`config.mk`:
```
export PLATFORM = sky130hd
export DESIGN_NAME = hid_six_key_rollover_tracker
export DESIGN_NICKNAME = d
export VERILOG_FILES = /design/src/rtl/hsk_pkg.sv /design/src/rtl/hsk_front.sv /design/src/rtl/hsk_back.sv /design/src/rtl/hid_six_key_rollover_tracker.sv
export SDC_FILE = /design/constraint.sdc
export NUM_CORES = 1
export LEC_CHECK = 0
export ABC_AREA = 1
export BUFFER_PORTS_ARGS = -buffer_cell sky130_fd_sc_hd__clkbuf_2
export CAP_MARGIN = 20
export CORE_ASPECT_RATIO = 2
export CORE_MARGIN = 2
export CORE_UTILIZATION = 45
export DETAILED_ROUTE_END_ITERATION = 6
export SLEW_MARGIN = 30
export SYNTH_ARGS = -nofsm -noshare
export SYNTH_HDL_FRONTEND = slang
export SYNTH_HIERARCHICAL = 1
export SYNTH_SLANG_ARGS = --single-unit
```
`constraint.sdc`:
```
create_clock -name i_clk -period 6 [get_ports i_clk]
set_input_delay 1.2 -clock i_clk [delete_from_list [all_inputs] [get_ports i_clk]]
set_output_delay 1.2 -clock i_clk [all_outputs]
set_load 0.02 [all_outputs]
```
`src/rtl/hsk_pkg.sv`:
```
`timescale 1ns / 1ps
// hsk_pkg: shared types and constants for the six-key rollover tracker.
// No dependencies; used by every module of the block.
package hsk_pkg;

    // Report geometry and defaults for the top-level parameters
    localparam int OUT_SLOTS             = 6;
    localparam int REPORT_SLOTS_DEFAULT  = 6;
    localparam int LIST_DEPTH_DEFAULT    = 16;
    localparam int ROLLOVER_CODE_DEFAULT = 1;

    // Modifier usages 0xE0..0xE7 share this upper field
    localparam logic [4:0] MOD_PREFIX = 5'b11100;
    localparam logic [7:0] CODE_NONE  = 8'h00;

    // Operation field of an input transaction
    localparam logic OP_PRESS   = 1'b0;
    localparam logic OP_RELEASE = 1'b1;

    // Input transaction
    typedef struct packed {
        logic       operation;
        logic [7:0] key_code;
    } t_in;

    // Output transaction (boot-style report)
    typedef struct packed {
        logic [7:0] modifier_mask;
        logic [7:0] slot0;
        logic [7:0] slot1;
        logic [7:0] slot2;
        logic [7:0] slot3;
        logic [7:0] slot4;
        logic [7:0] slot5;
        logic       rollover;
        logic       press_dropped;
    } t_out;

    // Classified command handed from front to back
    typedef enum logic [2:0] {
        K_NONE    = 3'd0,
        K_MOD_SET = 3'd1,
        K_MOD_CLR = 3'd2,
        K_INSERT  = 3'd3,
        K_REMOVE  = 3'd4
    } t_kind;

    typedef struct packed {
        t_kind      kind;
        logic [7:0] code;
    } t_cmd;

    // Head of the command queue as seen by the back end
    typedef struct packed {
        logic valid;
        t_cmd cmd;
    } t_q_head;

endpackage

```
`src/rtl/hsk_front.sv`:
```
`timescale 1ns / 1ps
// hsk_front: accepts key events, classifies them and queues the commands.
// Depends on hsk_pkg.
module hsk_front (
    input  logic            i_clk,
    input  logic            i_rst_n,
    input  logic            i_in_valid,
    output logic            o_in_stall,
    input  hsk_pkg::t_in    i_in_data,
    output hsk_pkg::t_q_head o_head,
    input  logic            i_pop
);

    hsk_pkg::t_cmd r_q [2];
    logic          r_wp;
    logic          r_rp;
    logic [1:0]    r_fill;
    hsk_pkg::t_cmd cls;
    logic          push;
    logic          pop;

    // Classify the incoming event
    always_comb begin
        cls.code = i_in_data.key_code;
        if (i_in_data.key_code == hsk_pkg::CODE_NONE) begin
            cls.kind = hsk_pkg::K_NONE;
        end else if (i_in_data.key_code[7:3] == hsk_pkg::MOD_PREFIX) begin
            cls.kind = (i_in_data.operation == hsk_pkg::OP_RELEASE) ?
                       hsk_pkg::K_MOD_CLR : hsk_pkg::K_MOD_SET;
        end else begin
            cls.kind = (i_in_data.operation == hsk_pkg::OP_RELEASE) ?
                       hsk_pkg::K_REMOVE : hsk_pkg::K_INSERT;
        end
    end

    // Two-entry command queue
    assign o_in_stall   = (r_fill == 2'd2);
    assign push         = i_in_valid && !o_in_stall;
    assign o_head.valid = (r_fill != 2'd0);
    assign o_head.cmd   = r_q[r_rp];
    assign pop          = i_pop && o_head.valid;

    always_ff @(posedge i_clk) begin
        if (push) begin
            r_q[r_wp] <= cls;
        end
    end

    always_ff @(posedge i_clk) begin
        if (!i_rst_n) begin
            r_wp   <= 1'b0;
            r_rp   <= 1'b0;
            r_fill <= 2'd0;
        end else begin
            if (push) begin
                r_wp <= ~r_wp;
            end
            if (pop) begin
                r_rp <= ~r_rp;
            end
            r_fill <= r_fill + {1'b0, push} - {1'b0, pop};
        end
    end

endmodule

```
`src/rtl/hsk_back.sv`:
```
`timescale 1ns / 1ps
// hsk_back: held-key list as a row of cells, modifier mask and report register.
// Depends on hsk_pkg.
module hsk_back #(
    parameter int REPORT_SLOTS  = hsk_pkg::REPORT_SLOTS_DEFAULT,
    parameter int LIST_DEPTH    = hsk_pkg::LIST_DEPTH_DEFAULT,
    parameter int ROLLOVER_CODE = hsk_pkg::ROLLOVER_CODE_DEFAULT
) (
    input  logic             i_clk,
    input  logic             i_rst_n,
    input  hsk_pkg::t_q_head i_head,
    output logic             o_pop,
    output logic             o_out_valid,
    input  logic             i_out_stall,
    output hsk_pkg::t_out    o_out_data
);

    localparam int CW = $clog2(LIST_DEPTH + 1);

    typedef enum logic [2:0] {
        S_IDLE = 3'b001,
        S_WORK = 3'b010,
        S_DONE = 3'b100
    } t_state;

    t_state          r_state, n_state;
    logic [7:0]      r_keys [LIST_DEPTH];
    logic [7:0]      n_keys [LIST_DEPTH];
    logic [CW-1:0]   r_count, n_count;
    logic [7:0]      r_mods, n_mods;
    logic            r_dropped, n_dropped;
    hsk_pkg::t_cmd   r_cmd, n_cmd;
    logic            r_out_valid;
    hsk_pkg::t_out   r_out;
    logic            out_load;
    logic [LIST_DEPTH-1:0] match;
    logic [LIST_DEPTH-1:0] at_or_above;
    logic            over;
    logic [7:0]      slot_val [hsk_pkg::OUT_SLOTS];

    // Per-cell match of the released key, and the cells at or above the first match
    for (genvar g = 0; g < LIST_DEPTH; g++) begin : g_cell
        assign match[g] = (32'(g) < 32'(r_count)) && (r_keys[g] == r_cmd.code);
        assign at_or_above[g] = |match[g:0];
    end

    // Sequencer: take a command, apply it, then register the report
    always_comb begin
        n_state   = r_state;
        n_keys    = r_keys;
        n_count   = r_count;
        n_mods    = r_mods;
        n_dropped = r_dropped;
        n_cmd     = r_cmd;
        o_pop     = 1'b0;
        out_load  = 1'b0;
        case (r_state)
            S_IDLE: begin
                if (i_head.valid) begin
                    o_pop     = 1'b1;
                    n_cmd     = i_head.cmd;
                    n_dropped = 1'b0;
                    n_state   = S_WORK;
                end
            end
            S_WORK: begin
                n_state = S_DONE;
                case (r_cmd.kind)
                    hsk_pkg::K_MOD_SET: begin
                        n_mods = r_mods | (8'd1 << r_cmd.code[2:0]);
                    end
                    hsk_pkg::K_MOD_CLR: begin
                        n_mods = r_mods & ~(8'd1 << r_cmd.code[2:0]);
                    end
                    hsk_pkg::K_INSERT: begin
                        if (r_count == CW'(LIST_DEPTH)) begin
                            n_dropped = 1'b1;
                        end else begin
                            // shift every cell up by one, new key at the front
                            n_keys[0] = r_cmd.code;
                            for (int i = 1; i < LIST_DEPTH; i++) begin
                                n_keys[i] = r_keys[i-1];
                            end
                            n_count = r_count + CW'(1);
                        end
                    end
                    hsk_pkg::K_REMOVE: begin
                        // drop one copy per cycle until none is left
                        if (|match) begin
                            for (int i = 0; i < LIST_DEPTH - 1; i++) begin
                                if (at_or_above[i]) begin
                                    n_keys[i] = r_keys[i+1];
                                end
                            end
                            if (at_or_above[LIST_DEPTH-1]) begin
                                n_keys[LIST_DEPTH-1] = hsk_pkg::CODE_NONE;
                            end
                            n_count = r_count - CW'(1);
                            n_state = S_WORK;
                        end
                    end
                    default: begin
                    end
                endcase
            end
            S_DONE: begin
                if (!r_out_valid || !i_out_stall) begin
                    out_load = 1'b1;
                    if (i_head.valid) begin
                        o_pop     = 1'b1;
                        n_cmd     = i_head.cmd;
                        n_dropped = 1'b0;
                        n_state   = S_WORK;
                    end else begin
                        n_state = S_IDLE;
                    end
                end
            end
            default: begin
                n_state = S_IDLE;
            end
        endcase
    end

    // Report assembly from the settled list
    assign over = 32'(r_count) > 32'(REPORT_SLOTS);
    always_comb begin
        for (int j = 0; j < hsk_pkg::OUT_SLOTS; j++) begin
            if (over) begin
                slot_val[j] = 8'(ROLLOVER_CODE);
            end else if ((j < REPORT_SLOTS) && (32'(j) < 32'(r_count))) begin
                slot_val[j] = r_keys[j];
            end else begin
                slot_val[j] = hsk_pkg::CODE_NONE;
            end
        end
    end

    // Control state
    always_ff @(posedge i_clk) begin
        if (!i_rst_n) begin
            r_state     <= S_IDLE;
            r_count     <= '0;
            r_mods      <= 8'h00;
            r_dropped   <= 1'b0;
            r_out_valid <= 1'b0;
        end else begin
            r_state   <= n_state;
            r_count   <= n_count;
            r_mods    <= n_mods;
            r_dropped <= n_dropped;
            if (out_load) begin
                r_out_valid <= 1'b1;
            end else if (!i_out_stall) begin
                r_out_valid <= 1'b0;
            end
        end
    end

    // List cells, current command and report payload
    always_ff @(posedge i_clk) begin
        r_keys <= n_keys;
        r_cmd  <= n_cmd;
        if (out_load) begin
            r_out.modifier_mask <= r_mods;
            r_out.slot0         <= slot_val[0];
            r_out.slot1         <= slot_val[1];
            r_out.slot2         <= slot_val[2];
            r_out.slot3         <= slot_val[3];
            r_out.slot4         <= slot_val[4];
            r_out.slot5         <= slot_val[5];
            r_out.rollover      <= over;
            r_out.press_dropped <= r_dropped;
        end
    end

    assign o_out_valid = r_out_valid;
    assign o_out_data  = r_out;

endmodule

```
`src/rtl/hid_six_key_rollover_tracker.sv`:
```
`timescale 1ns / 1ps
// Channel   Direction  Handshake               Payload
// in        input      i_in_valid / o_in_stall  hsk_pkg::t_in  (operation, key_code)
// out       output     o_out_valid / i_out_stall hsk_pkg::t_out (mask, six slots, flags)
//
// The back end applies an event and then registers the report; a released key
// is applied by removing its held copies one after another in the list
// sequencer of hsk_back. A two-entry command queue parts the input from
// the back end. Reset is synchronous, active low, and empties the list, the
// modifier mask and the queue. A stalled report holds in its output register.
// Top level: front classifier and queue feeding the list back end. Depends on hsk_pkg,
// hsk_front and hsk_back.
module hid_six_key_rollover_tracker #(
    parameter int REPORT_SLOTS  = hsk_pkg::REPORT_SLOTS_DEFAULT,
    parameter int LIST_DEPTH    = hsk_pkg::LIST_DEPTH_DEFAULT,
    parameter int ROLLOVER_CODE = hsk_pkg::ROLLOVER_CODE_DEFAULT
) (
    input  logic          i_clk,
    input  logic          i_rst_n,
    input  logic          i_in_valid,
    output logic          o_in_stall,
    input  hsk_pkg::t_in  i_in_data,
    output logic          o_out_valid,
    input  logic          i_out_stall,
    output hsk_pkg::t_out o_out_data
);

    hsk_pkg::t_q_head head;
    logic             pop;

    // Front: classify and queue
    hsk_front u_front (
        .i_clk      (i_clk),
        .i_rst_n    (i_rst_n),
        .i_in_valid (i_in_valid),
        .o_in_stall (o_in_stall),
        .i_in_data  (i_in_data),
        .o_head     (head),
        .i_pop      (pop)
    );

    // Back: key list, modifiers, report
    hsk_back #(
        .REPORT_SLOTS  (REPORT_SLOTS),
        .LIST_DEPTH    (LIST_DEPTH),
        .ROLLOVER_CODE (ROLLOVER_CODE)
    ) u_back (
        .i_clk       (i_clk),
        .i_rst_n     (i_rst_n),
        .i_head      (head),
        .o_pop       (pop),
        .o_out_valid (o_out_valid),
        .i_out_stall (i_out_stall),
        .o_out_data  (o_out_data)
    );

endmodule

```
After elaboration in Yosys (flattened, before gate mapping):

Memories as Yosys holds them, arrays and structs flattened. A register that Yosys moved wholly into a read port is not among the register bits.
Cells that the tools add are included.
Widths: inputs -> output; s select.

* register bits after elaboration: 219
* memory bits (writable): 22
* bits of input ports: 13
* output and inout port bits: 60
* word-level logic and storage cells: 249
* memories kept: 1

* $add $sub $neg: 4
* magnitude comparators: 17
* equality and inequality tests: 48
* shift operators: 1
* muxes and demuxes: 57
* bitwise logic cells: 11
* reductions and logical operators: 69

Memory list
* u_front.r_q: depth 2, width 11, read ports 1, clocked after memory_dff 1, wr ports 1, line hsk_front.sv:14 `hsk_pkg::t_cmd r_q [2];`

Operators with widths (number)
* $mux 128: 2
* $pmux 128 s2: 1
* $eq 8x8->1: 16
* $mux 8: 15
* $reduce_and 5->1: 15
* $lt 4x5->1 const A: 8
* $ne 2x1->1 const B: 19
* $mux 11: 2
* $pmux 11 s2: 1
* $mux 3: 7
* $lt 3x5->1 const A: 4
* $mux 1: 20
* $logic_and 1x1->1: 18
* $pmux 8 s2: 1
* $reduce_or 16->1: 1
* $reduce_or 15->1: 1
* $reduce_or 14->1: 1
* $reduce_or 2->1: 7
* $reduce_or 13->1: 1
* $reduce_or 12->1: 1
* $reduce_or 11->1: 1
* $eq 5x5->1 const B: 2
* $lt 1x5->1 const A: 2
* $lt 2x5->1 const A: 2
* 36 further kinds: 59

Depth between registers and ports, before layout:

* depth after elaboration: 7
* gate-level depth with buffers: 18
* depth with buffers taken out: 16

Hierarchy:

Netlist, hierarchy kept.

Modules (own cells, without submodules)
* hsk_back: instances 1, cells an instance 1299, area each 11342.1 um^2, seq. area each 6276.0 um^2
* hsk_front: instances 1, cells an instance 86, area each 1144.8 um^2, seq. area each 760.7 um^2

Worst setup path before layout:

No wires, ideal clock.

* kind: input to register
* start point: input i_out_stall
* end point: register u_back.r_out (netlist bit u_back/o_out_data[0]) (enable)
* setup time: 493 ps
* data arrival time: 4045 ps
* data required time: 5507 ps
* slack: 1462 ps
* stages on the path: 1
* path buffers: 0
* cell sequence: a21oi_1

* word-level cells in the longest chain between the ends: 4

RTL lines
* start, declared: line hid_six_key_rollover_tracker.sv:24 `input logic i_out_stall,`
* $logic_not 1->1: line hsk_back.sv:107 `if (!r_out_valid || !i_out_stall) begin`
* $logic_or 1x1->1: line hsk_back.sv:107
* $mux 1: line hsk_back.sv:107
* $mux 1: line hsk_back.sv:57 `case (r_state)`
* end, declared: line hsk_back.sv:34 `hsk_pkg::t_out r_out;`

No other way between the ends.
A chain may end at the register's enable or synchronous reset.

Worst setup path in the final report:

* start point: register u_back/r_cmd[1] in the netlist's numbering
* end point: register u_back/r_keys[8] in the netlist's numbering (enable)

* word-level cells in the longest chain between the ends: 5
* elaborated cells on any way between the ends: 37
* classes of those cells: eq/ne: 18; reduce/logical: 19

RTL lines
* start, declared: line hsk_back.sv:32 `hsk_pkg::t_cmd r_cmd, n_cmd;`
* start signal, assigned: line hsk_back.sv:163 `r_cmd <= n_cmd;`
* $eq 8x8->1: line hsk_back.sv:43 `assign match[g] = (32'(g) < 32'(r_count)) && (r_keys[g] == r_cmd.code);`
* $logic_and 1x1->1: line hsk_back.sv:43
* $reduce_or 16->1 / $reduce_or 15->1 (equally long branches): line hsk_back.sv:89, hsk_back.sv:44
* $ne 2x1->1 (no line)
* $reduce_and 5->1 (no line) (*)
* end signal, assigned: line hsk_back.sv:162 `r_keys <= n_keys;`
* end, declared: line hsk_back.sv:27 `logic [7:0] r_keys [LIST_DEPTH];`

Every way passes the cells marked *; elsewhere a longest branch is shown, timed or not.

==> results.json <==
{
  "drtIter0Drc": 663,
  "fin_tns_setup_ns": 0,
  "fmax_ghz": 0.283,
  "io_pins": 73,
  "die_y_um": 240,
  "synth_top_area_share_pct": 52.7,
  "cts_setup_buffers": 0,
  "setup_viol": 0,
  "design_area_um2": 13900,
  "critical_path_class": "reg -> reg",
  "rsz0062_at_grt": "false",
  "synth.cell_area_um2": 12500,
  "cts_inserted_buffers": 24,
  "end_kind": "flop",
  "grtUsageMet2_pct": 46.5,
  "status": "finished clean",
  "cap_violations": 0,
  "ir_worst_vdd_uv": 335,
  "vias": 9582,
  "clk_pin_slew_ns": 0.06,
  "p_per_area_nw_per_um2": 366,
  "clk_latency_ns": 0.54,
  "cts.path.max_buffers": 3,
  "grt_util_met3_pct": 3.24,
  "final_common_cell": "nand2_1",
  "cts_root_buf": "clkbuf_16",
  "cp.required_ns": 6.16,
  "dpl_cell_area_um2": 13100,
  "final_max_slew_viol_count": 0,
  "synth_seq_cells": 242,
  "post-route-min-period_ns": 3.54,
  "clock-sinks": 242,
  "io_buffers": 72,
  "syn_area_per_cell_um2": 9.02,
  "busiest_layer": "met2",
  "worst-path-max-fanout": 16,
  "crit_path_start_kind": "flop",
  "grt_start_max_net_pins": 119,
  "use_met1_pct": 22.6,
  "yosys.area.top_type": "edfxtp_1",
  "fp-row-count": 86,
  "ant_nets": 0,
  "cp_top_family": "simple AND/OR/NAND/NOR gates",
  "drcViolationCount": 0,
  "grtUsageTotal_pct": 24.7,
  "slew_headroom_pct": 37.5,
  "syn-instance-count": 1385,
  "via_per_inst": 5.29,
  "grt_pass1_wl_mm": 53.5,
  "cellLeakagePower_nw": 5.93,
  "htree_levels": 1,
  "fin_nets": 1463,
  "post_cts_resized": 0,
  "fp.coreArea_um2": 27400,
  "drive_gt1_share_pct": 12.8,
  "worstMarginPinSlew_ns": 0.934,
  "cts_hold_buf": 0,
  "antenna_found_initial": 0,
  "synth_edf_count": 219,
  "cp_slowest_cell": "edfxtp_1",
  "finalCritPeriodShare_pct": 59.0,
  "synthTopCellsByArea": "edfxtp_1, nand2_1, o21ai_0",
  "cts_tree": "yes",
  "die_area_um2": 29200,
  "initial_core_util_pct": 45.5,
  "overflow": 0,
  "diodes": 0,
  "cp.arrival_ns": 3.70,
  "dp_hpwl_mm": 26.2,
  "cp.buffers_inverters": 2,
  "most-common-layout-cells": "nand2_1, edfxtp_1, nor2_1",
  "routedWlPerCell_um": 19.5,
  "first_global_vias": 9674,
  "async_flop_share_pct": 0,
  "fin_util_pct": 50.6,
  "first_pass_iters": 5,
  "area_growth_syn_to_layout_pct": 11.2,
  "synth.yosys.seq_area_share_pct": 56.4,
  "synth_warnings": 6,
  "die_w_um": 122,
  "synth_fp_nets": 1405,
  "place_congestion": 0.952,
  "slowest_delay_ns": 0.88,
  "crit_path_cell_trace": "buf_4, inv_2, nand2_1, nand2_1, nor2_1, nand3_1, nor2_1, nor2_2, nand3_1, nand3b_1, nor2_2, a21oi_1",
  "synthFlopType": "edfxtp_1",
  "hold_violations": 0,
  "hold_path.class": "reg -> reg",
  "wirelength_mm": 35.4,
  "report.power.total_w": 0.00508,
  "ys_types": 45,
  "fin_worst_skew_ns": 0.0142
}
==> report_power, final <==
part           internal (W)  switching, W
clock network      0.000894      0.000648
logic              0.000427      0.000997
registers           0.00202      0.000100
total               0.00334       0.00174
==> synthesized netlist by cell type (2+ instances only) <==
master / n
nand2_1: 416
edfxtp_1: 219
nor2_1: 158
inv_1: 149
o21ai_0: 135
nand3_1: 40
xor2_1: 34
clkbuf_1: 29
xnor2_1: 28
a21oi_1: 26
dfxtp_1: 23
nor2_2: 16
inv_2: 15
buf_6: 13
mux2_4: 10
nor3_1: 9
nand4_1: 8
buf_4: 7
ha_1: 7
nor2_4: 5
a21oi_2: 3
nand2_2: 3
nand3_2: 3
nor3_2: 3
a31oi_1: 2
and3_1: 2
buf_2: 2
nand3b_1: 2
nor3b_1: 2
==> sequential cells by signal, summed over array words and instances (netlist names), 2 cells and up, named ones only <==
signal,flops
u_back/o_out_data,58
u_back/r_cmd,11
u_back/r_count,5
u_back/r_keys,128
u_back/r_state,3
u_front/r_fill,2
u_front/r_q,22
==> routing by layer <==
layer,vias to the layer above,part of all wire (%)
li1,4601,-
met4,0,9.8
met5,-,0
met3,174,4.5
met2,362,54
met1,4445,32
==> per-stage QoR <==
stage / std cells / hold WS, ns / setup slack (ns)
6_report: 1813 / 0.430 / 2.46
5_1_grt: 1813 / 0.440 / 2.26
4_1_cts: 1812 / 0.432 / 2.44
3_5_place_dp: 1768 / 0.417 / 2.44
3_3_place_gp: 1767 / 0.424 / 2.44
2_1_floorplan: 1385 / 0.403 / 1.46
==> cell families after synthesis <==
group	after synthesis	synth area share, %
XOR/XNOR	62	4.35
adder cells (fa/ha/maj)	7	0.701
buffers and inverters	217	7.63
AND/OR/NAND/NOR	675	22.5
multiplexers	11	1.29
AO/OA/AOI/OAI	171	7.16
flip-flops	242	56.4
==> cell type report <==
class,instances,area [µm²]
fill,2610,13600
inverter,165,619
tap,352,440
timing repair buffer,84,465
multi-input combinational,926,4530
sequential,242,7040
clock buffer,31,648
clock inverter,13,144
==> worst paths after layout <==
path | from | end | slack [ns] | cells after the start
setup / recovery | u_back/r_cmd[1] | u_back/r_keys[8] | 2.46 | 12
hold / removal | flop | u_back/o_out_data[54] | 0.43 | 0
setup reg to reg | u_back/r_cmd[1] | u_back/r_keys[8] | 2.46 | 12
hold reg to reg | flop | u_back/o_out_data[54] | 0.43 | 0
No activity file was read; power rests on OpenSTA's default activity.
